### config.mk
export PLATFORM = sky130hd
export DESIGN_NAME = pss_controller
export DESIGN_NICKNAME = d
export VERILOG_FILES = /design/src/rtl/core/pss_pkg.sv /design/src/rtl/core/pss_controller.sv
export SDC_FILE = /design/constraint.sdc
export NUM_CORES = 1
export LEC_CHECK = 0
export ABC_AREA = 1
export BUFFER_PORTS_ARGS = -buffer_cell sky130_fd_sc_hd__buf_2
export CAP_MARGIN = 40
export CORE_AREA = 2 2 40 42
export CTS_CLUSTER_DIAMETER = 30
export DETAILED_ROUTE_END_ITERATION = 12
export DIE_AREA = 0 0 42 44
export GPL_ROUTABILITY_DRIVEN = 1
export PLACE_DENSITY_LB_ADDON = 0.3
export SETUP_SLACK_MARGIN = 0.1
export SLEW_MARGIN = 20
export SYNTH_ARGS = -nofsm -noshare
export SYNTH_HDL_FRONTEND = slang
export SYNTH_SLANG_ARGS = --single-unit
### constraint.sdc
create_clock -name clk -period 1.84 [get_ports clk]
set_clock_uncertainty 0.15 [all_clocks]
set_input_delay 0 -clock clk [delete_from_list [all_inputs] [get_ports clk]]
set_output_delay 0 -clock clk [all_outputs]
set_load 0.02 [all_outputs]
### src/rtl/core/pss_pkg.sv
// Shared types and constants of the plucked string synthesiser.
package pss_pkg;

  // Configuration register indexes and widths.
  localparam int CFG_IDX_W  = 3;
  localparam int CFG_DATA_W = 28;

  localparam logic [CFG_IDX_W-1:0] CFG_DELAY_LENGTH = 3'd0;
  localparam logic [CFG_IDX_W-1:0] CFG_PLUCK_LENGTH = 3'd1;
  localparam logic [CFG_IDX_W-1:0] CFG_LOOP_DAMPING = 3'd2;
  localparam logic [CFG_IDX_W-1:0] CFG_LOOP_DECAY   = 3'd3;
  localparam logic [CFG_IDX_W-1:0] CFG_EXCITE_COEF  = 3'd4;

  // Register reset values.
  localparam logic [27:0] DELAY_LENGTH_RST = 28'd14206416;
  localparam logic [12:0] PLUCK_LENGTH_RST = 13'd216;
  localparam logic [14:0] LOOP_DAMPING_RST = 15'd16384;
  localparam logic [15:0] LOOP_DECAY_RST   = 16'd32440;
  localparam logic [14:0] EXCITE_COEF_RST  = 15'd7537;

  // Noise generator seed loaded at reset and at each pluck.
  localparam logic [31:0] SEED_INIT = 32'h9E37_79B9;

  typedef struct packed {
    logic               channel;
    logic signed [15:0] trigger;
  } in_item_t;

  typedef struct packed {
    logic               channel_out;
    logic signed [15:0] sample_out;
  } out_item_t;

  // Strobes from the controller, one per datapath step.
  typedef struct packed {
    logic accept;
    logic addr;
    logic rd0;
    logic rd1;
    logic intp;
    logic ysat;
    logic filt;
    logic gain;
    logic write;
  } pss_cmd_t;

  typedef struct packed {
    logic red_busy;
    logic out_free;
  } pss_status_t;

endpackage

### src/rtl/core/pss_controller.sv
// Sequencing state machine of the plucked string synthesiser.
module pss_controller (
  input  logic                 clk,
  input  logic                 rst_n,
  input  logic                 in_valid,
  output logic                 in_ready,
  input  pss_pkg::pss_status_t status_i,
  output pss_pkg::pss_cmd_t    cmd_o
);

  typedef enum logic [8:0] {
    ST_IDLE  = 9'b000000001,
    ST_ADDR  = 9'b000000010,
    ST_RD0   = 9'b000000100,
    ST_RD1   = 9'b000001000,
    ST_INTP  = 9'b000010000,
    ST_YSAT  = 9'b000100000,
    ST_FILT  = 9'b001000000,
    ST_GAIN  = 9'b010000000,
    ST_WRITE = 9'b100000000
  } state_t;

  state_t state_r, state_nxt;

  assign in_ready = (state_r == ST_IDLE) && !status_i.red_busy;

  always_comb begin
    cmd_o        = '0;
    cmd_o.accept = in_ready && in_valid;
    cmd_o.addr   = (state_r == ST_ADDR);
    cmd_o.rd0    = (state_r == ST_RD0);
    cmd_o.rd1    = (state_r == ST_RD1);
    cmd_o.intp   = (state_r == ST_INTP);
    cmd_o.ysat   = (state_r == ST_YSAT);
    cmd_o.filt   = (state_r == ST_FILT);
    cmd_o.gain   = (state_r == ST_GAIN);
    cmd_o.write  = (state_r == ST_WRITE) && status_i.out_free;
  end

  always_comb begin
    state_nxt = state_r;
    case (state_r)
      ST_IDLE: begin
        if (cmd_o.accept) state_nxt = ST_ADDR;
      end
      ST_ADDR:  state_nxt = ST_RD0;
      ST_RD0:   state_nxt = ST_RD1;
      ST_RD1:   state_nxt = ST_INTP;
      ST_INTP:  state_nxt = ST_YSAT;
      ST_YSAT:  state_nxt = ST_FILT;
      ST_FILT:  state_nxt = ST_GAIN;
      ST_GAIN:  state_nxt = ST_WRITE;
      ST_WRITE: begin
        if (status_i.out_free) state_nxt = ST_IDLE;
      end
      default:  state_nxt = ST_IDLE;
    endcase
  end

  always_ff @(posedge clk) begin
    if (!rst_n) begin
      state_r <= ST_IDLE;
    end else begin
      state_r <= state_nxt;
    end
  end

  // An accepted item always starts the address step.
  a_accept_to_addr: assert property (@(posedge clk) disable iff (!rst_n)
    cmd_o.accept |=> state_r == ST_ADDR)
    else $error("accepted item did not start address step");

  // A full output register holds the sequence in the write step.
  a_write_holds: assert property (@(posedge clk) disable iff (!rst_n)
    (state_r == ST_WRITE) && !status_i.out_free |=> state_r == ST_WRITE)
    else $error("write step left while output register full");

endmodule

==> impl_results.md <==
- Inserted Clock Buffers: 3
- Non-filler cells, final: 137
- Final GP Congestion: around 0.83
- DRT iter0 DRCs: 8
- Post-Synthesis Cell Area: 663.1 sq um
- Layout area overhead: 19.81%
- Nets: between 100 and 150
- Vias per cell: between 4 and 5
- Detailed Route WL: ~1400 um
- Worst setup EP type: output port
- Leakage Power: 0.4463 nW
- Commonest cells after routing, fill and taps aside: nand2_1 (19), nand3_1 (17), inv_1 (15)
- Setup Fix Bufs, Post-CTS: 0
- Tot GR Track Use: 0.1670
- Seq/Total Area, Yosys: 0.2717
- Port bufs: 14
- Area of the multi-input gates: 374.1 sq um
- Post-DRT Antenna Nets: 0
- Residual DRC count: 0
- Syn Area/Cell: around 6.4 sq um
- Period utilization: 0.8633
- Share of cells above drive strength 1: 0.3223
- Count of final hold-check violations: 0
- Reg2reg path depth: 7
- Die height: about 44 um
- First-pass GRT wire length: approximately 2300 um
- Boundary Pins: 15
- Type of origin of the critical path: flip-flop
- Longest Clk Path Bufs: 2
- Hold Path Class: reg2reg
- YS warnings: 0
- Initial Utilization: 0.4674
- FF/Latch Area: ~180 sq um
- Post-cts gate resize count: 0
- Vias in the first global route: 616
- Final setup vio count: 0
- Top cells by area, synth: dfxtp_1 (27%), nand3_1 (13%), nand2_1 (11%)
- Die area: around 1800 sq um
- Placed insts: roughly 130
- Distinct cells, synth: 19
- Most common cell after layout, fill and taps aside: nand2_1
- Fin. max-slew vios: 0
- Diodes inserted: 0
- Top reg by flops: state_r
- Worst skew pair latency: 0.27 ns
- CTS root buf: clkbuf_4
- GR Overflow Total: 0
- CP startpoint: state_r[1]$_SDFFE_PN0P_
- Worst Setup EP: cmd_o[2]
- Avg WL per Cell: 9.891 um
- Die Wd: 42 um
- VDD IR max: ~0.00043 V
- Data arrival time of the worst path: roughly 1.4 ns
- Kind of critical path: reg2out
- Vias: 668
- Setup TNS: 0 ns
- TritonCTS clock tree: built
- Worst R2R Setup Slack: between 0.3 and 0.4 ns
- Max_slew headroom: 0.8018
- Max cap viols: 0
- Critical path data required time: about 1.7 ns
- Detailed Place HPWL: ~1100 um
- Yosys top cell by area: dfxtp_1
- Crit Path Max Fanout: 6
- Top Registers: state_r (9)
- Clk sinks: 9
- Placeable Area: 1419 sq um
- H-tree Lvls: 1
- Synthesized instance count: 103
- Drt pass-1 iters: 4
- Tightest Pin Transition: 0.2968 ns
- Number of flip-flops in the largest register: 9
- RSZ-0062 raised after global routing: no
- Initial antenna violation count: 0
- # rows: 14
- Yosys reg bits: 9
- Syn_nets: around 110
- Fmax: approximately 0.63 GHz
- P per Cell Area: around 590 nW/um^2
- Fillers: 152
- Reg2reg start: state_r[8]$_SDFFE_PN0P_
- Top cell type's share of synthesized area: 0.2717
- Outcome: complete, no violations
- # hold bufs at CTS: 4
- Largest net degree at the start of global routing: 12
- Worst r2r dst: state_r[0]$_SDFFE_PN1P_
- Clk pin slew, worst setup/hold paths: approximately 0.06 ns
- Min cycle time layout: between 1.5 and 2 ns
## layer usage
metal	part of all wire	global-route usage	up-vias	wire [um]
li1	-	-	357	-
met1	0.46	0.1802	293	626
met2	0.49	0.2875	16	662
met3	0.037	0.03750	2	50
met4	0.011	0.1226	0	15
met5	0	0	-	0
## synthesized netlist by cell type
cell type and number:
nor2_2 1, a21oi_1 1, nor2_4 2, nand3_1 17, nor3_2 4, a21boi_0 1, nor2_1 13, nand2_1 19
a21o_1 1, nor4_2 2, nand2_2 3, clkbuf_1 1, dfxtp_1 9, buf_4 3, inv_2 7, nand4_2 1
nand2_4 1, inv_1 15, nor4_1 2
## layout make-up
type | instances | share of cell area
Multi-Input combinational cell | 68 | 0.4709
Sequential cell | 9 | 0.2268
Timing Repair Buffer | 18 | 0.1386
Inverter | 22 | 0.1039
Clock buffer | 3 | 0.02835
Tap cell | 16 | 0.02520
Clock inverter | 1 | 0.006299
## how the worst min path moves through the flow
| stage | start | to | depth (start not counted) |
|---|---|---|---|
| after floorplan | status_i[1] | in_ready | 1 |
| after global placement | status_i[1] | in_ready | 3 |
| after detailed placement | status_i[1] | in_ready | 3 |
| after CTS | state_r[1]$_SDFFE_PN0P_ | state_r[1]$_SDFFE_PN0P_ | 2 |
| after global routing | state_r[1]$_SDFFE_PN0P_ | state_r[1]$_SDFFE_PN0P_ | 2 |
| final | state_r[1]$_SDFFE_PN0P_ | state_r[1]$_SDFFE_PN0P_ | 2 |
## stage by stage
stage          setup WS (ns)  power [mW]  cell area (sq um)  utilization  hold slack (ns)
3_3_place_gp          0.3820      0.3115              726.9       0.5123           0.1180
6_report              0.2515      0.4653              794.5       0.5600           0.3568
5_1_grt               0.1119      0.4956              794.5       0.5600           0.3855
2_1_floorplan         0.3118      0.2909              663.1            -         -0.07021
3_5_place_dp          0.3685      0.3132              726.9       0.5123           0.1160
4_1_cts               0.2329      0.4734              794.5       0.5600           0.3611
## cell families after synthesis
group / count (synthesis) / share of synthesized area
and+or+nand+nor: 65 / 0.5340
DFF: 9 / 0.2717
buffers and inverters: 26 / 0.1641
AOI/OAI and AO/OA: 3 / 0.03019
## critical path, cell delays in order, from the launching register on
cell,delay [ns]
dfxtp_1,0.31
inv_2,0.08
nand2_4,0.08
nor2_4,0.18
inv_2,0.09
nor4_2,0.21
buf_2,0.22
## where the power goes
part | internal [mW] | leakage [nW] | switching, mW | total [mW]
Sequential | 0.200 | 0.0728 | 0.00329 | 0.204
Combinational | 0.0389 | 0.356 | 0.0713 | 0.110
Clock | 0.0802 | 0.0177 | 0.0714 | 0.152
(Power assumes the default switching activity.)
